$ cat src/sv/dss_ram.sv
module dss_ram #(
  parameter int WIDTH = 8,
  parameter int DEPTH = 256,
  localparam int ADDR_W = $clog2(DEPTH)
) (
  input  logic              clk,
  input  logic              we,
  input  logic [ADDR_W-1:0] waddr,
  input  logic [WIDTH-1:0]  wdata,
  input  logic              re,
  input  logic [ADDR_W-1:0] raddr,
  output logic [WIDTH-1:0]  rdata
);

  logic [WIDTH-1:0] mem [DEPTH];
  logic [WIDTH-1:0] rdata_r;

  // A read in the same cycle as a write to the same address returns the old data.
  always_ff @(posedge clk) begin
    if (we) begin
      mem[waddr] <= wdata;
    end
    if (re) begin
      rdata_r <= mem[raddr];
    end
  end

  assign rdata = rdata_r;

endmodule

$ cat config.mk
export PLATFORM = sky130hd
export DESIGN_NAME = dss_ram
export DESIGN_NICKNAME = d
export VERILOG_FILES = /design/src/sv/dss_ram.sv
export SDC_FILE = /design/constraint.sdc
export NUM_CORES = 2
export LEC_CHECK = 0
export ABC_AREA = 1
export BUFFER_PORTS_ARGS = -buffer_cell sky130_fd_sc_hd__buf_2
export CAP_MARGIN = 10
export CORE_ASPECT_RATIO = 0.75
export CORE_MARGIN = 10
export CORE_UTILIZATION = 30
export DETAILED_ROUTE_END_ITERATION = 8
export PLACE_DENSITY = 0.51
export SLEW_MARGIN = 30
export SYNTH_ARGS = -nofsm -noshare
export SYNTH_HDL_FRONTEND = slang
export SYNTH_SLANG_ARGS = --single-unit
$ cat constraint.sdc
create_clock -name clk -period 1.9 [get_ports clk]
set_input_delay 0.38 -clock clk [delete_from_list [all_inputs] [get_ports clk]]
set_output_delay 0.38 -clock clk [all_outputs]
set_load 0.01 [all_outputs]
==> flow_summary.ini <==
[outcome]
outcome = finished with violations
violations = negative setup slack

[worst_setup_path]
critPathKind = reg -> out
crit_fanout = 1
worstPathRequired_ns = 1.52
critPathSlowestCell = edfxtp_1
crit_arrival_ns = 1.63
start_kind = flip-flop
critPathBufInv = 1
endpoint_kind = output pin
crit_family = flip-flops
path_cells = buf_2
cpPeakStageDelay_ns = 0.54

[min_path]
hp-class = in -> reg

[finish]
syn2layout_area_growth_pct = 20.6
final_layout_size_suffix_gt1_share_pct = 14.8
final_cell_mix = nand2_1, edfxtp_1, nand3_1
num-fill-cells = 26800
layout.nets = 7540
final_common_cell = nand2_1

[die]
initial_utilization_pct = 30.2
die_area_mm2 = 0.300
dieHeight_um = 477
io_pins = 35
rows = 167
core_mm2 = 0.276
die_w_um = 629

[clock_network]
clkLatencyLatePin_ns = 0.87
clk_pin_slew_worst_paths_ns = 0.06
cts_tree = built
cts_made_buffers = 200
cts_buffer_depth = 4
cts_setup_buffers = 0
h-tree-depth = 4
cts_sinks = 2056
cts_root_buf = clkbuf_16

[sta]
final.setup_skew_ns = 0.0675
slew_headroom_pct = 57.9
tightest_slew_ns = 0.631
period_needed_ns = 2.01
setup_viol = 5
rsz0062_at_grt = yes
fmax_mhz = 499
hold_viol = 0
whs_ns = 0.0807
period_share_pct = 106
setup_slack_ns = -0.106
drv_slew = 0

[detailed_routing]
dr.first_iter.drc_count = 6867
vias = 56800
wirelength_mm = 262
via_per_inst = 4.99
first_pass_iters = 6
routedWlPerCell_um = 23.0
drc = 0
ant_nets = 0

[synthesis]
postSynthRegisterBits = 2056
synth_nets = 7030
synth_cell_types = 13
synth_fa_ha_area_share_pct = 0
synth-compound-area-share_pct = 0
synth_cells = 7003
synthSimpleGateAreaFrac_pct = 22.9
avgSynthCellArea_um2 = 11.9
synth_top_family_by_area = simple AND/OR/NAND/NOR gates
yosys_warnings = 0
synthMuxAreaShare_pct = 0
synth_area_mm2 = 0.0835
ys_seq_area_share_pct = 74.0
synth_xor_area_share_pct = 0

[run]
max_cap_viol_count = 0

[placement]
io_buffers = 34
gp_congestion = 0.865
hpwlAfterDp_mm = 167

[grt]
grt_usage_pct = 16.7
overflow = 0
grt_pass1_wl_mm = 379
first_global_vias = 53900
grt_start_max_net_pins = 66
antenna_found_initial = 14

[power]
p_per_area_mw_per_mm2 = 956
p_leak_nw = 35.6
finalPower_mw = 96.3
peakVddDrop_uv = 745
## logic make-up after synthesis
family / Yosys count
and+or+nand+nor: 4425
DFF: 2056
buffers and inverters: 522
## power breakdown
group	internal [mW]	switching [mW]	leakage, nW	total (mW)
sequential	50.0	0.0525	18.5	50.0
clock	21.9	17.3	3.04	39.2
combinational	2.15	4.88	14.1	7.03
## cells in the mapped netlist (all sizes together)
cell	instances	share of area, %
clkbuf	112	0.50
nor2	283	1.3
nand2	2123	9.5
buf	371	2.4
nand3	2019	12
inv	39	0.18
edfxtp	2056	74
## metrics by stage
step / setup TNS (ns) / setup WS, ns / area, um^2 / instances / utilization [%]
2_1_floorplan: 0 / 0.0285 / 83500 / 7003 / -
3_3_place_gp: -11.05 / -0.980 / 93800 / 11000 / 33.9
3_5_place_dp: -12.26 / -0.989 / 93800 / 11000 / 33.9
4_1_cts: -0.914 / -0.241 / 100000 / 11400 / 36.3
5_1_grt: -0.618 / -0.180 / 101000 / 11400 / 36.4
6_report: -0.274 / -0.106 / 101000 / 11400 / 36.4
## layout make-up
class	instances	area, um^2	area share (%)
multi-input combinational	4425	19600	19.5
timing repair buffer	791	8210	8.16
tap	3718	4650	4.62
antenna	13	32.5	0.0323
inverter	39	180	0.179
sequential	2056	61700	61.3
clock buffer	247	5270	5.23
clock inverter	107	943	0.937
## per-layer routing
metal,part of all wire (%),routed length (um),vias up,global-route usage [%]
met3,9.1,23900,354,4.28
met2,42,111000,2239,23.9
met4,2.6,6810,2,4.40
met5,0.054,141,-,0.317
li1,-,-,25900,-
met1,46,120000,28300,25.0
## state kept, by name, summed over array words and instances (netlist names)
register,cells
mem,2048
rdata,8
## path summary, 6_finish.rpt
path,from,to,slack [ns],cells past startpoint
setup / recovery,rdata[2],rdata[2],-0.11,1
hold / removal,raddr[7],rdata[2],0.08,3
setup reg to reg,mem[189][5],rdata[5],0.05,10
hold reg to reg,mem[40][4],rdata[4],1.12,10
## timing repair
item / in CTS / in global routing
hold endpoints to repair: 171 / 0
resized for setup: 32 / 68
cloned: 0 / 1
setup endpoints to repair: 15 / 14
pin swaps: 1 / 1
hold buffers: 9 / 0
Note: power is estimated with default switching activity, not from simulation.
