### src/sv/dss_max_scan.sv
module dss_max_scan #(
  parameter int NUM_WAYS   = 16,
  parameter int RRPV_WIDTH = 3,
  localparam int WAY_BITS  = $clog2(NUM_WAYS),
  localparam int ROW_W     = NUM_WAYS * RRPV_WIDTH
) (
  input  logic                  clk,
  input  logic                  rst_n,
  input  logic                  start,
  input  logic [ROW_W-1:0]      rrpv_row,
  output logic                  done,
  output logic [WAY_BITS-1:0]   victim,
  output logic [RRPV_WIDTH-1:0] max_rrpv
);

  logic [WAY_BITS-1:0]   cnt_r;
  logic [WAY_BITS-1:0]   best_r;
  logic [RRPV_WIDTH-1:0] top_r;
  logic                  busy_r;
  logic                  done_r;
  logic [RRPV_WIDTH-1:0] cur;

  assign cur = rrpv_row[cnt_r * RRPV_WIDTH +: RRPV_WIDTH];

  always_ff @(posedge clk) begin
    if (!rst_n) begin
      busy_r <= 1'b0;
      done_r <= 1'b0;
      cnt_r  <= '0;
    end else if (start) begin
      busy_r <= 1'b1;
      done_r <= 1'b0;
      cnt_r  <= '0;
    end else if (busy_r) begin
      if (cnt_r == WAY_BITS'(NUM_WAYS - 1)) begin
        busy_r <= 1'b0;
        done_r <= 1'b1;
      end else begin
        cnt_r <= cnt_r + 1'b1;
      end
    end
  end

  // Strict compare keeps the lowest way among equal maxima.
  always_ff @(posedge clk) begin
    if (start) begin
      top_r  <= '0;
      best_r <= '0;
    end else if (busy_r && (cur > top_r)) begin
      top_r  <= cur;
      best_r <= cnt_r;
    end
  end

  assign done     = done_r;
  assign victim   = best_r;
  assign max_rrpv = top_r;

endmodule

### config.mk
export PLATFORM = sky130hd
export DESIGN_NAME = dss_max_scan
export DESIGN_NICKNAME = d
export VERILOG_FILES = /design/src/sv/dss_max_scan.sv
export SDC_FILE = /design/constraint.sdc
export NUM_CORES = 1
export LEC_CHECK = 0
export BUFFER_PORTS_ARGS = -buffer_cell sky130_fd_sc_hd__buf_2
export CAP_MARGIN = 20
export CELL_PAD_IN_SITES_DETAIL_PLACEMENT = 1
export CELL_PAD_IN_SITES_GLOBAL_PLACEMENT = 2
export CORE_MARGIN = 4
export CORE_UTILIZATION = 25
export CTS_CLUSTER_SIZE = 24
export DETAILED_ROUTE_END_ITERATION = 12
export HOLD_SLACK_MARGIN = 0.06
export PLACE_DENSITY = 0.86
export SLEW_MARGIN = 20
export SYNTH_ARGS = -nofsm -noshare
export SYNTH_HDL_FRONTEND = slang
export SYNTH_SLANG_ARGS = --single-unit
### constraint.sdc
create_clock -name clk -period 3.3 [get_ports clk]
set_input_delay 0 -clock clk [delete_from_list [all_inputs] [get_ports clk]]
set_output_delay 0 -clock clk [all_outputs]
set_load 0.01 [all_outputs]
==> results.sh, run 1 <==
export IMPL_synthFlopType="dfxtp_1"
export IMPL_cp_start_kind="flip-flop"
export IMPL_crit_family="multiplexers"
export IMPL_arrival_ns=3.22
export IMPL_wl_per_cell_um=15.8
export IMPL_drive_gt1_share_pct=50.3
export IMPL_cts_max_path_buffers=2
export IMPL_ys_ff_latch=13
export IMPL_critPathKind="flip-flop to flip-flop"
export IMPL_die_width_um=71.2
export IMPL_ant_nets=0
export IMPL_crit_path_end_kind="flip-flop"
export IMPL_final_cells=193
export IMPL_setup_ws_ns=0.261
export IMPL_drt_iter0_markers=23
export IMPL_first_pass_iters=2
export IMPL_yosysSeqAreaShare_pct=26.0
export IMPL_placed_cell_area_sq_um=1320
export IMPL_final_area_sq_um=1390
export IMPL_worst_path_buf_inv=1
export IMPL_crit_path_max_incr_delay_ns=0.60
export IMPL_grt_usage_pct=12.5
export IMPL_status="complete, no violations"
export IMPL_hold_viol_final=0
export IMPL_top_layer="met4"
export IMPL_dpl_worst_slack_ns=0.240
export IMPL_drcViolationCount=0
export IMPL_place_gp_congestion=0.740
export IMPL_antenna_found_initial=0
export IMPL_synth_edff_count=0
export IMPL_slew_viol_final=0
export IMPL_synth_distinct_cells=30
export IMPL_wl_met2_mm=1.67
export IMPL_rsz0062_at_grt="no"
export IMPL_ios=59
export IMPL_worst_hold_slack_ns=0.481
export IMPL_netlist_area_sq_um=1000
export IMPL_clk_latency_ns=0.24
export IMPL_fmax_mhz=329
export IMPL_async_reset_ff_share_pct=0
export IMPL_nets=201
export IMPL_syn_avg_cell_area_sq_um=11.6
export IMPL_port_buffers=58
export IMPL_fin_crit_ns=3.04
export IMPL_die_y_um=71.2
export IMPL_cts_setup_buffers=0
export IMPL_clk_pin_slew_ns=0.06
export IMPL_crit_fanout=10
export IMPL_path_cells="buf_4 -> mux4_1 -> mux4_2 -> ha_1 -> o211ai_1 -> o21ai_0 -> a21oi_2"
export IMPL_cp_data_required_time_ns=3.48
export IMPL_crit_path_top_delay_cell="dfxtp_1"
export IMPL_wl_met1_mm=1.15
export IMPL_clock_skew_ns=0.000865
export IMPL_htree_levels=1
export IMPL_grt_pass1_vias=1136
export IMPL_diodes=0
export IMPL_powerDensity_nw_per_um2=292
export IMPL_syn_to_final_growth_pct=39.2
export IMPL_grt_max_degree=12
export IMPL_vdd_drop_max_mv=0.170
export IMPL_cts_tree="built"
export IMPL_dp_cells=187
export IMPL_numCtsBuffers=3
export IMPL_fin_crit_sh_pct=92.1
export IMPL_grt_pass1_wl_mm=5.00
export IMPL_synthesis_nets=141
export IMPL_coreArea_sq_um=3770
export IMPL_drt_total_wl_mm=3.04
export IMPL_vias=966
export IMPL_die_area_sq_um=5070
export IMPL_cts_root_buf="clkbuf_8"
export IMPL_wl_met3_um=158
export IMPL_worst_slew_pin_slew_ns=0.459
export IMPL_fin_setup_tns_ns=0
export IMPL_start_util_pct=26.5
export IMPL_yosysWarningCount=0
export IMPL_dp_hpwl_mm=2.61
export IMPL_drv_cap=0
export IMPL_viasPerCell=5.01
export IMPL_row_count=22
export IMPL_slew_headroom_pct=69.4
export IMPL_postSynthCellCount=86
export IMPL_final_setup_viol_count=0
export IMPL_cts_sinks=13
export IMPL_p_leak_nw=0.600
export IMPL_hp_class="flip-flop to flip-flop"
export IMPL_gr_total_overflow=0
## repair_timing
| item | CTS | global route |
|---|---|---|
| hold endpoints to repair | 6 | 0 |
| setup endpoints to repair | 0 | 7 |
| hold buffers | 2 | 0 |
| resized for setup | 0 | 1 |
## cells in the mapped netlist, types with 2 or more instances
cell      count  area (sq um)
buf_2         2          10.0
o21ai_0       7          35.0
mux4_1        9           236
mux4_2        6           135
nor2_1        4          15.0
a21oi_1       7          35.0
inv_1         3          11.3
dfxtp_1      13           260
nand3_1       9          45.0
ha_1          4          50.1
clkbuf_1      3          11.3
## cells by family after synthesis
kind of cell	Yosys count	synth area share, %
fa+ha+maj	4	5.01
flops	13	26.0
xor+xnor	2	1.75
simple gates	20	10.6
compound gates	20	12.1
mux	16	38.2
buf+inv	11	6.26
## routing by layer
layer  global-route usage (%)  up-vias
li1                         -      464
met1                     13.8      461
met2                     23.9       35
met3                     3.09        6
met4                     2.71        0
met5                        0        -
## worst paths after layout
path,from,endpoint,slack [ns],cells past startpoint
setup / recovery,cnt_r[2],max_rrpv[0],0.26,7
hold / removal,victim[0],victim[0],0.48,2
setup reg to reg,cnt_r[2],max_rrpv[0],0.26,7
hold reg to reg,victim[0],victim[0],0.48,2
## power by group
| part | switching (mW) | internal [mW] | total (mW) |
|---|---|---|---|
| clock network | 0.0589 | 0.0854 | 0.144 |
| registers | 0.00632 | 0.162 | 0.168 |
| logic | 0.0408 | 0.0525 | 0.0932 |
## placed cells by master (no fill, tap or decap), types with 2 or more instances in the layout
| master | netlist | routed |
|---|---|---|
| ha_1 | 4 | 4 |
| buf_2 | 2 | 58 |
| dfxtp_1 | 13 | 13 |
| nand3_1 | 9 | 9 |
| dlygate4sd3_1 | 0 | 2 |
| clkbuf_8 | 0 | 3 |
| inv_1 | 3 | 3 |
| mux4_2 | 6 | 6 |
| mux4_1 | 9 | 9 |
| buf_4 | 0 | 3 |
| o21ai_0 | 7 | 7 |
| nor2_1 | 4 | 4 |
| a21oi_1 | 7 | 7 |
## flip-flops by register name (all words and copies together) (netlist names)
| signal | flops |
|---|---|
| cnt_r | 4 |
| victim | 4 |
| max_rrpv | 3 |
| busy_r | 1 |
| done | 1 |
## per-stage QoR
| stage | util, % | total power [mW] |
|---|---|---|
| after floorplan | - | 0.220 |
| after global placement | 35.0 | 0.258 |
| after detailed placement | 35.0 | 0.263 |
| after CTS | 36.8 | 0.408 |
| after global routing | 36.9 | 0.427 |
| final | 36.9 | 0.406 |
## worst reg2reg max path: stages, from the launching register on
cell and delay, ns:
dfxtp_1 0.60, buf_4 0.27, mux4_1 0.55, mux4_2 0.48
ha_1 0.32, o211ai_1 0.41, o21ai_0 0.19, a21oi_2 0.15
## final cells by class
cell class | instances | area (sq um)
clock buffers | 4 | 45.0
fillers | 447 | 2380
inverters | 3 | 11.3
multi-input cells | 62 | 682
flip-flops and latches | 13 | 260
well taps | 48 | 60.1
repair buffers | 63 | 333
Note: power is estimated with default switching activity, not from simulation.
==> run 2: changes to the inputs <==
--- a/config.mk
+++ b/config.mk
@@ -15,6 +15,7 @@
 export DETAILED_ROUTE_END_ITERATION = 12
 export HOLD_SLACK_MARGIN = 0.06
 export PLACE_DENSITY = 0.86
+export RECOVER_POWER = 50
 export SLEW_MARGIN = 20
 export SYNTH_ARGS = -nofsm -noshare
 export SYNTH_HDL_FRONTEND = slang
==> results.sh, run 2 (synthesized netlist as in run 1, its figures left out) <==
export IMPL_wl_per_cell_um=15.8
export IMPL_viasPerCell=5.06
export IMPL_start_util_pct=26.5
export IMPL_coreArea_sq_um=3770
export IMPL_die_area_sq_um=5070
export IMPL_power_uw=405
export IMPL_drt_total_wl_mm=3.04
export IMPL_crit_path_top_delay_cell="dfxtp_1"
export IMPL_ant_nets=0
export IMPL_dp_hpwl_mm=2.61
export IMPL_numCtsBuffers=3
export IMPL_first_pass_iters=2
export IMPL_power_switching_uw=106
export IMPL_die_width_um=71.2
export IMPL_diodes=0
export IMPL_cts_sinks=13
export IMPL_fin_setup_tns_ns=0
export IMPL_powerDensity_nw_per_um2=293
export IMPL_grt_pass1_vias=1136
export IMPL_status="complete, no violations"
export IMPL_final_cells=193
export IMPL_syn_to_final_growth_pct=38.2
export IMPL_cts_root_buf="clkbuf_8"
export IMPL_slew_viol_final=0
export IMPL_htree_levels=1
export IMPL_crit_path_max_incr_delay_ns=0.60
export IMPL_fin_crit_sh_pct=92.3
export IMPL_drv_cap=0
export IMPL_grt_max_degree=12
export IMPL_switching_share_pct=26.2
export IMPL_final_setup_viol_count=0
export IMPL_antenna_found_initial=0
export IMPL_clk_latency_ns=0.24
export IMPL_critPathKind="flip-flop to flip-flop"
export IMPL_port_buffers=58
export IMPL_crit_path_end_kind="flip-flop"
export IMPL_path_cells="buf_4 -> mux4_1 -> mux4_2 -> ha_1 -> o211ai_1 -> o21ai_0 -> a21oi_2"
export IMPL_crit_fanout=10
export IMPL_mostFrequentLayoutCells="50 x buf_2, 13 x dfxtp_1, 9 x mux4_1, 9 x nand3_1, 9 x clkbuf_1"
export IMPL_vias=977
export IMPL_die_y_um=71.2
export IMPL_vdd_drop_max_mv=0.170
export IMPL_p_int_uw=299
export IMPL_clk_pin_slew_ns=0.06
export IMPL_pwr_share_seq_pct=41.5
export IMPL_gr_total_overflow=0
export IMPL_worst_slew_pin_slew_ns=0.459
export IMPL_cp_data_required_time_ns=3.48
export IMPL_p_leak_nw=0.566
export IMPL_drive_gt1_share_pct=44.8
export IMPL_pwr_share_comb_pct=22.8
export IMPL_cts_tree="built"
export IMPL_hp_class="flip-flop to flip-flop"
export IMPL_cts_setup_buffers=0
export IMPL_nets=201
export IMPL_drcViolationCount=0
export IMPL_slew_headroom_pct=69.4
export IMPL_worst_path_buf_inv=1
export IMPL_dp_cells=187
export IMPL_crit_family="multiplexers"
export IMPL_cts_max_path_buffers=2
export IMPL_fin_crit_ns=3.04
export IMPL_fmax_mhz=328
export IMPL_cp_start_kind="flip-flop"
export IMPL_arrival_ns=3.23
export IMPL_grt_usage_pct=12.5
export IMPL_final_common_cell="buf_2"
export IMPL_hold_viol_final=0
export IMPL_grt_pass1_wl_mm=5.00
export IMPL_ios=59
export IMPL_row_count=22
export IMPL_place_gp_congestion=0.740
export IMPL_clock_skew_ns=0.000747
export IMPL_drt_iter0_markers=21
export IMPL_p_clk_share_pct=35.6
export IMPL_rsz0062_at_grt="no"
run 2: changes by cell type in the layout (fill, tap and decap cells not counted):
cell,delta
buf_2,-8
clkbuf_1,+8
run 2: power by group through the flow:
stage	clock network, mW	logic, mW	registers (mW)
finish	0.144	0.0924	0.168
global route	0.153	0.104	0.169
CTS	0.147	0.0934	0.168
detailed placement	0	0.0911	0.172
global placement	0	0.0862	0.171
floorplan	0	0.0500	0.170
run 2: worst paths after layout:
kind	start	end	cells past startpoint	slack, ns
worst min-delay path	victim[0]	victim[0]	2	0.48
worst max register to register	cnt_r[2]	max_rrpv[0]	7	0.26
worst min register to register	victim[0]	victim[0]	2	0.48
worst max-delay path	cnt_r[2]	max_rrpv[0]	7	0.26
run 2: layout make-up:
cell class              count  area (sq um)
multi-input cells          62           682
fillers                   447          2390
clock buffers               4          45.0
inverters                   3          11.3
well taps                  48          60.1
repair buffers             63           323
flip-flops and latches     13           260
run 2: per-stage QoR:
step	instance area (sq um)	util [%]	hold WS, ns	worst slack [ns]
floorplan	1000	-	0.118	0.687
global placement	1320	35.0	0.220	0.340
detailed placement	1320	35.0	0.235	0.240
CTS	1390	36.8	0.485	0.175
global route	1380	36.6	0.529	0.00173
finish	1380	36.6	0.480	0.255
run 2: what timing repair did:
| action | 4_1_cts | 5_1_grt |
|---|---|---|
| resized for setup | 0 | 1 |
| endpoints found under the hold margin | 6 | 0 |
| hold buffers | 2 | 0 |
| endpoints found under the setup margin | 0 | 7 |
run 2: worst min-delay path, cell delays in order, from the launching register on:
cell and delay [ns]:
dfxtp_1 0.30, o21ai_0 0.06, a21oi_1 0.06
run 2: layer usage:
layer | global-route usage, % | wire (um)
met3 | 3.09 | 156
met5 | 0 | 0
met4 | 2.71 | 54
met1 | 13.8 | 1150
met2 | 23.9 | 1680
