### config.mk
export PLATFORM = sky130hd
export DESIGN_NAME = dss_mod_unit
export DESIGN_NICKNAME = d
export VERILOG_FILES = /design/src/sv/dss_mod_unit.sv
export SDC_FILE = /design/constraint.sdc
export NUM_CORES = 1
export LEC_CHECK = 0
export BUFFER_PORTS_ARGS = -buffer_cell sky130_fd_sc_hd__buf_2
export CAP_MARGIN = 20
export CORE_AREA = 2 2 39 41
export DETAILED_ROUTE_END_ITERATION = 6
export DIE_AREA = 0 0 41 43
export GPL_TIMING_DRIVEN = 0
export SYNTH_ARGS = -nofsm -noshare
export SYNTH_HDL_FRONTEND = slang
export SYNTH_SLANG_ARGS = --single-unit
export TNS_END_PERCENT = 1
### constraint.sdc
create_clock -name clk -period 0.9 [get_ports clk]
set_input_delay 0.135 -clock clk [delete_from_list [all_inputs] [get_ports clk]]
set_output_delay 0.135 -clock clk [all_outputs]
set_load 0.02 [all_outputs]
### src/sv/dss_mod_unit.sv
module dss_mod_unit #(
  parameter int IN_W    = 11,
  parameter int DIVISOR = 2048,
  localparam int OUT_W  = $clog2(DIVISOR)
) (
  input  logic             clk,
  input  logic             rst_n,
  input  logic             start,
  input  logic [IN_W-1:0]  dividend,
  output logic             done,
  output logic [OUT_W-1:0] remainder
);

  if ((DIVISOR & (DIVISOR - 1)) == 0) begin : g_pow2
    localparam int EXT_W = (IN_W > OUT_W) ? IN_W : OUT_W;

    logic [EXT_W-1:0] ext;
    logic [OUT_W-1:0] rem_r;
    logic             done_r;

    assign ext = EXT_W'(dividend);

    always_ff @(posedge clk) begin
      if (!rst_n) begin
        done_r <= 1'b0;
      end else if (start) begin
        done_r <= 1'b1;
      end
    end

    always_ff @(posedge clk) begin
      if (start) begin
        rem_r <= ext[OUT_W-1:0];
      end
    end

    assign done      = done_r;
    assign remainder = rem_r;
  end else begin : g_serial
    // Restoring reduction, one dividend bit per cycle from the top down.
    localparam int CNT_W = $clog2(IN_W);

    logic [CNT_W-1:0] cnt_r;
    logic [OUT_W-1:0] acc_r;
    logic [IN_W-1:0]  sh_r;
    logic             busy_r;
    logic             done_r;
    logic [OUT_W:0]   trial;
    logic [OUT_W:0]   step;

    assign trial = {acc_r, sh_r[IN_W-1]};
    assign step  = (trial >= (OUT_W + 1)'(DIVISOR)) ? trial - (OUT_W + 1)'(DIVISOR) : trial;

    always_ff @(posedge clk) begin
      if (!rst_n) begin
        busy_r <= 1'b0;
        done_r <= 1'b0;
        cnt_r  <= '0;
      end else if (start) begin
        busy_r <= 1'b1;
        done_r <= 1'b0;
        cnt_r  <= '0;
      end else if (busy_r) begin
        if (cnt_r == CNT_W'(IN_W - 1)) begin
          busy_r <= 1'b0;
          done_r <= 1'b1;
        end else begin
          cnt_r <= cnt_r + 1'b1;
        end
      end
    end

    always_ff @(posedge clk) begin
      if (start) begin
        acc_r <= '0;
        sh_r  <= dividend;
      end else if (busy_r) begin
        acc_r <= step[OUT_W-1:0];
        sh_r  <= sh_r << 1;
      end
    end

    assign done      = done_r;
    assign remainder = acc_r;
  end

endmodule

==> results by stage, run 1 <==
Placement:
- Buffers placed on the I/O ports in this run total 25.
- After detailed placement, the total cell area comes to 503 µm².
- The last weighted congestion value of the routability-driven placer is 0.592.
- The post-placement worst setup slack is 0.182 ns.

Run status:
- The checks that failed: negative setup slack.
- The flow ran to the end, but the final reports show violations.

Cells and area:
- Cells fill 39.0% of the core in the end.
- After filler insertion, the fill cell instance count of the layout stands at 143.
- The area added between synthesis and finish is 50.7%.
- The fraction of layout cells with a size suffix above 1 is 69.0%.
- The layout net count is 57.
- The finished cells cover 539 µm².
- Summing all flip-flop and latch instances after layout gives 352 µm².
- In the layout the commonest cells are sky130_fd_sc_hd__buf_2 (23), sky130_fd_sc_hd__edfxtp_1 (11), sky130_fd_sc_hd__clkbuf_4 (3).
- The number of antenna diodes in the final layout is 0.
- The most common cell after layout, fill and taps aside is sky130_fd_sc_hd__buf_2.
- In the final layout, the multi-input gates occupy 7.51 µm².

Yosys:
- After synthesis the cells add up to 358 µm².
- The library cell occupying the most area in the post-synthesis netlist is sky130_fd_sc_hd__edfxtp_1.
- By area the synthesized netlist is led by sky130_fd_sc_hd__edfxtp_1 (92%), sky130_fd_sc_hd__dfxtp_1 (5.6%), sky130_fd_sc_hd__o21a_1 (2.1%).
- After synthesis the netlist holds a flip-flop and latch count of 12.
- The part of the Yosys area used for sequential elements is 97.9%.
- The post-synthesis cell count is 13.
- Dividing the synthesized area by the synthesized cell count gives 27.5 µm².
- The number of nets in the synthesized netlist is 27.
- The area share of the largest cell type after synthesis is 92.3%.
- The count of synthesis-stage warnings from yosys is 0.
- The number of library cell types mapped by synthesis is 3.

Timing:
- The post-route clock skew is 0 ns.
- The worst path in the final design needs a cycle of 0.930 ns, including I/O delays and setup.
- The final-report setup violation count is 11.
- The final hold violation count is 0.
- The setup slack of the critical path after layout is -0.0297 ns.
- Setup repair after global routing could not meet its margin everywhere.
- The final clock period utilization by the worst path is 103%.
- The total count of max-transition violations in the final report is 0.
- The final-layout worst hold slack is 0.0458 ns.
- The worst max-slew margin expressed relative to the limit is 83.0%.
- The maximum frequency from static timing analysis is 1080 MHz.
- At the pin with the least slew margin, the transition time is 0.254 ns.

Route:
- The detailed-route wire length is 549 µm.
- The routed via count is 210.
- The DRC violation count after routing is 0.
- The remaining number of nets flagged by the antenna check after routing is 0.
- The via count normalized by instance count is 3.62.
- The first-pass iteration count of the detailed router is 2.
- The detailed router finished its first iteration with 13 violations.
- In the final routed layout, each cell accounts on average for 9.47 µm.

Pwr:
- Overall power consumption after layout is estimated at 1130 µW.
- The highest ir drop seen on vdd is 0.873 mV.
- The standby leakage power is 0.000235 µW.
- For this design the ratio of total power to cell area is 2090 nW/µm².
- The share of total power in the clock network is 28.7%.
- The combinational cell fraction of total power is 12.2%.
- The relative contribution of sequential cells to total power is 59.0%.
- The switching share of power is 21.8%.
- The power dissipated by switching net loads is 246 µW.
- The internal cell power is 882 µW.

Die:
- The total number of placement rows is 14.
- The die footprint is 1760 µm².
- For this configuration, the core starts out at a cell density of 25.9%.
- The die is 43 µm tall.
- The region available for standard cell placement spans 1380 µm².
- The top-level I/O count is 26.
- The die outline width is 41 µm.

Setup path:
- The startpoint identified for the worst register-to-register timing path is done.
- The standard cell with the maximum stage delay on the critical path is sky130_fd_sc_hd__edfxtp_1.
- The class of the most critical setup path is reg -> out.
- The required time of the critical path is 0.76 ns.
- In this run the register-to-register setup slack is 0.31 ns.
- The critical path goes through buf_2.
- The cell count along the critical path is 1.
- The largest fanout on the critical path is 1.
- The worst setup path endpoint is remainder[0].
- The beginning of the critical path is remainder[0].
- The largest delay contributor family on the critical path is flip-flops.
- In this run the critical register-to-register path is captured at done.
- The largest stage delay on the critical path is 0.37 ns.
- The worst setup path is captured at a primary output.
- The critical path startpoint category is a register.
- Data arrives at the worst endpoint at 0.79 ns.
- Counting both buffers and inverters, the worst setup path holds a total of 1.
- Measured in cells, the most critical reg-to-reg path has a length of 1.

GRT:
- The number of antenna violations at the first check in global routing is 0.
- The total global routing overflow is 0.
- The number of global-route vias before repair is 211.
- The aggregate global-route resource usage is 8.22%.
- The first global-routing pass estimated 883 µm of wire.
- Entering global routing, the biggest net connects 13 pins.

Clock network:
- After clock tree synthesis, the clock-pin slew on the worst setup and hold paths is 0.07 ns.
- After clock tree synthesis, the flow added hold-fix buffers numbering 0.
- The root buffer selected by CTS is sky130_fd_sc_hd__clkbuf_4.
- The level count of the clock H-tree is 1.
- The tree built by TritonCTS fans out to 12 sinks.
- In this run, CTS created clock tree buffers numbering 3.
- The maximum number of buffers from clock root to sink is 2.
- TritonCTS built the clock tree.
- The later pin in the worst-skew pair is clocked with a latency of 0.26 ns.

Flow run:
- The number of maximum-capacitance constraint violations is 0.

Hold path:
- The class of the tightest hold or removal check is in -> reg.
-- cell type report --
cell class	count	share of cell area, %
tap	16	3.71
multi-input combinational	1	1.39
clock buffer	4	4.87
timing repair buffer	25	24.8
sequential	12	65.2
-- layer usage --
metal  global-route usage, %  up-vias  wire (µm)
met5                       0        -          0
met4                    8.00        0          0
met3                    3.14        0         37
met2                    10.0        7        289
met1                    10.4       94        222
li1                        -      109          -
-- repair_timing --
| action | 4_1_cts | 5_1_grt |
|---|---|---|
| pin swaps | 0 | 0 |
| gates resized for setup | 0 | 4 |
| setup endpoints to repair | 11 | 12 |
| setup buffers | 0 | 0 |
-- kinds of logic (layout without fill, tap and decap cells) --
group                  after synthesis  in the layout  share of synthesized area, %
buffers and inverters                0             29                             0
AO/OA/AOI/OAI                        1              1                          2.10
flip-flops                          12             12                          97.9
-- state kept, by name, summed over array words and instances, names as in the netlist --
name and count:
done 1, remainder 11
-- how the worst min path moves through the flow --
stage | endpoint | cells after the start | from
finish | remainder[6] | 1 | dividend[6]
floorplan | remainder[0] | 0 | dividend[0]
global route | remainder[6] | 1 | dividend[6]
CTS | remainder[6] | 1 | dividend[6]
detailed placement | remainder[4] | 1 | dividend[4]
global placement | remainder[6] | 1 | dividend[6]
-- through the flow --
stage                     TNS (ns)  std cells
after floorplan                  0         13
after global placement           0         54
after detailed placement         0         54
after CTS                   -0.243         58
after global routing        -0.574         58
final                       -0.110         58
-- power by group through the flow --
stage	Sequential, µW	Combinational, µW	Clock, µW
finish	666	138	324
global route	670	147	368
CTS	664	135	338
detailed placement	677	135	0
global placement	676	133	0
floorplan	738	2.29	0
-- cells in the mapped netlist --
cell type and number:
sky130_fd_sc_hd__edfxtp_1 11, sky130_fd_sc_hd__o21a_1 1, sky130_fd_sc_hd__dfxtp_1 1
No activity file was read; power rests on OpenSTA's default activity.
==> run 2: changes to the inputs <==
- ABC_AREA: not set -> 1
==> run 2 against run 1 <==
  * The flow still finishes with violations (negative setup slack)
  * Sequential cell count stayed put
  * Core utilization is 0.63 points higher
  * Die area stayed put
  * Sequential share of layout area is 1.3 points lower
  * Total power is 1.3% higher
  * Critical path type unchanged
  * Critical endpoint is now remainder[2]
  * Largest cell class unchanged
==> results by stage, run 2 <==
Route:
- The number of DRC markers after the initial detailed-route iteration was 4 (-9).
- The detailed-route wire length is 631 µm (+15%).
- The routed via count is 236 (+12%).
- The remaining number of nets flagged by the antenna check after routing came to 0 (unchanged).
- The DRC violation count after routing was 0 (unchanged).
- The routed length per placed instance is 10.5 µm (+11%).
- The via count normalized by instance count is 3.93 (+8.6%).
- The first-pass iteration count of the detailed router was 4 (+2).

Cells and area:
- In the layout the commonest cells are sky130_fd_sc_hd__buf_2 (22), sky130_fd_sc_hd__edfxtp_1 (11), sky130_fd_sc_hd__clkbuf_4 (3).
- The number of antenna diodes is 0 (unchanged).
- The most common cell after layout, fill and taps aside is sky130_fd_sc_hd__buf_2.
- The area added between synthesis and finish is 51.6%.
- The layout net count is 59 (+3.5%).
- The flip-flop count of the largest register, all copies and words added is 11 (unchanged).
- The filler cell count is 143 (unchanged).
- The fraction of layout cells with a size suffix above 1 is 63.6% (-5.4 points).

Hold path:
- The class of the tightest hold or removal check is in -> reg.

Clock network:
- The root buffer selected by CTS is sky130_fd_sc_hd__clkbuf_4.
- The level count of the clock H-tree is 1 (unchanged).
- The clock latency reported for the late side of the worst-skew pair is 0.26 ns (about the same).
- The maximum number of buffers from clock root to sink is 2 (unchanged).
- The CTS tree is built.
- The sink count of the clock tree is 12 (unchanged).
- The post-cts hold buffer count is 0 (unchanged).
- The clock slew at the register clock pins of the worst setup and hold paths is 0.07 ns (about the same).
- The total CTS buffers is 3 (unchanged).

Die:
- The starting density of the core came to 26.1% (+0.27 points).
- The area of the core region is 1380 µm² (unchanged).
- The height of the die is 43 µm (unchanged).
- The die outline width came to 41 µm (unchanged).
- The die footprint is 1760 µm² (unchanged).
- The total number of placement rows was 14 (unchanged).
- The top-level I/O count is 26 (unchanged).

Yosys:
- In the post-synthesis netlist, the cell with the most instances is sky130_fd_sc_hd__edfxtp_1.
- The area share of the largest cell type after synthesis is 91.3% (-0.96 points).
- The post-synthesis async set-or-reset flop share is 0% (unchanged).
- The library cell occupying the most area in the post-synthesis netlist is sky130_fd_sc_hd__edfxtp_1.
- The part of the Yosys area used for sequential elements is 96.9% (-1.0 points).
- The mean cell area of the mapped netlist is 24.1 µm² (-12%).
- The total of flip-flops plus latches after synthesis is 12 (unchanged).
- The post-synthesis cell area is 362 µm² (+1.0%).
- The post-synthesis cell count is 15 (+2).
- The number of library cell types mapped by synthesis is 4 (+1).
- The synthesized netlist net count was 29 (+7.4%).
- The number of synthesized flops with an enable pin is 11 (unchanged).
- The count of synthesis-stage warnings from yosys is 0 (unchanged).
- Ranked by instance count, the synthesized netlist is headed by sky130_fd_sc_hd__edfxtp_1 (11), sky130_fd_sc_hd__nor2_1 (2), sky130_fd_sc_hd__dfxtp_1 (1), sky130_fd_sc_hd__inv_1 (1).
- In the post-synthesis netlist, the biggest area contributors are sky130_fd_sc_hd__edfxtp_1 (91%), sky130_fd_sc_hd__dfxtp_1 (5.5%), sky130_fd_sc_hd__nor2_1 (2.1%).
- Among all flip-flop cells after synthesis, the most frequent one is sky130_fd_sc_hd__edfxtp_1.

Pwr:
- The highest ir drop seen on vdd is 0.816 mV (-6.6%).
- The total power after layout came to 1140 µW (+1.3%).
- The standby leakage power was 0.000244 µW (+3.8%).
- The power density over the cells is 2080 nW/µm² (-0.35%).

Timing:
- Setup repair after global routing could not meet its margin everywhere.
- The final clock period utilization by the worst path is 104% (+0.31 points).
- The total count of max-transition violations in the final report is 0 (unchanged).
- The setup slack of the critical path after layout is -0.0325 ns (-0.00277 ns).
- The slew at the pin closest to its max-slew limit is 0.242 ns (-0.0127 ns).
- The maximum frequency from static timing analysis is 1070 MHz (-0.30%).
- The final hold violation count was 0 (unchanged).
- The final-layout worst hold slack is 0.0402 ns (-0.00560 ns).
- The worst max-slew margin expressed relative to the limit was 83.9% (+0.85 points).
- The final critical-path required period was 0.932 ns (+0.00277 ns).
- The final-report setup violation count is 11 (unchanged).
- The post-route clock skew is 0 ns (unchanged).

GRT:
- The number of global-route vias before repair was 247 (+17%).
- The first-pass GRT wire length is 924 µm (+4.6%).
- The aggregate global-route resource usage is 8.73% (+0.50 points).
- The number of antenna violations at the first check in global routing is 0 (unchanged).
- The pin count of the biggest net entering global routing is 13 (unchanged).
- The total global routing overflow is 0 (unchanged).

Run status:
- The run finished, with violations left.
- The checks that failed: negative setup slack.

Setup path:
- The arrival time of data at the critical path endpoint is 0.80 ns (about the same).
- The critical path startpoint category is a register.
- Traced cell by cell, the critical path runs through buf_6.
- The largest individual stage delay along the critical path comes from the cell sky130_fd_sc_hd__edfxtp_1.
- The largest stage delay on the critical path is 0.39 ns (+0.02 ns).
- On the critical path the largest part of the delay comes from flip-flops.
- The kind of end point of the critical path is a primary output.
- The largest fanout on the critical path came to 1 (unchanged).
- The sum of buffers and inverters on the critical path came to 1 (unchanged).
- The class of the most critical setup path is reg -> out.
- The required time of the critical path is 0.76 ns (about the same).

Placement:
- The number of I/O port buffers is 25 (unchanged).
- The last weighted congestion value of the routability-driven placer is 0.629 (+6.2%).

Flow run:
- The number of maximum-capacitance constraint violations is 0 (unchanged).
## run 2: cell count changes after synthesis, sizes merged
cell  delta
nor2     +2
o21a     -1
inv      +1
## run 2: layer usage
| metal | track usage, % | part of all wire [%] | wire length [µm] | up-vias |
|---|---|---|---|---|
| met3 | 6.81 | 25 | 158 | 0 |
| li1 | - | - | - | 112 |
| met5 | 0 | 0 | 0 | - |
| met1 | 9.69 | 39 | 249 | 98 |
| met2 | 10.0 | 35 | 222 | 26 |
| met4 | 8.00 | 0 | 0 | 0 |
## run 2: worst paths after layout
path | startpoint | to | slack [ns] | cells past startpoint
max | remainder[2] | remainder[2] | -0.03 | 1
min | dividend[2] | remainder[2] | 0.04 | 1
max reg2reg | done | done | 0.34 | 2
min reg2reg | done | done | 0.49 | 2
## run 2: layout make-up
class | instances | area (µm²) | share of cell area [%]
sequential | 12 | 350 | 63.9
multi-input combinational | 2 | 7.51 | 1.37
timing repair buffer | 25 | 140 | 25.6
tap | 16 | 20.0 | 3.65
inverter | 1 | 3.75 | 0.685
clock buffer | 4 | 26.3 | 4.79
## run 2: stage by stage
step | cells | util (%) | instance area, µm² | TNS [ns] | setup slack (ns)
after floorplan | 15 | - | 362 | 0 | 0.284
after global placement | 56 | 36.6 | 507 | 0 | 0.196
after detailed placement | 56 | 36.6 | 507 | 0 | 0.197
after CTS | 60 | 39.2 | 542 | -0.379 | -0.0513
after global routing | 60 | 39.6 | 548 | -0.703 | -0.0776
final | 60 | 39.6 | 548 | -0.186 | -0.0325
## run 2: cells by family (layout without fill, tap and decap cells)
group	after synthesis	after routing	share of synthesized area, %
AND/OR/NAND/NOR	2	2	2.08
buffers and inverters	1	30	1.04
flip-flops	12	12	96.9
## run 2: power breakdown
group	leakage, µW	switching [µW]	internal (µW)
clock	0.0000150	160	171
combinational	0.000113	86.2	58.4
sequential	0.000116	10.7	656
## run 2: timing repair
item,4_1_cts,5_1_grt
setup buffers,0,0
gates resized for setup,3,2
setup endpoints to repair,12,11
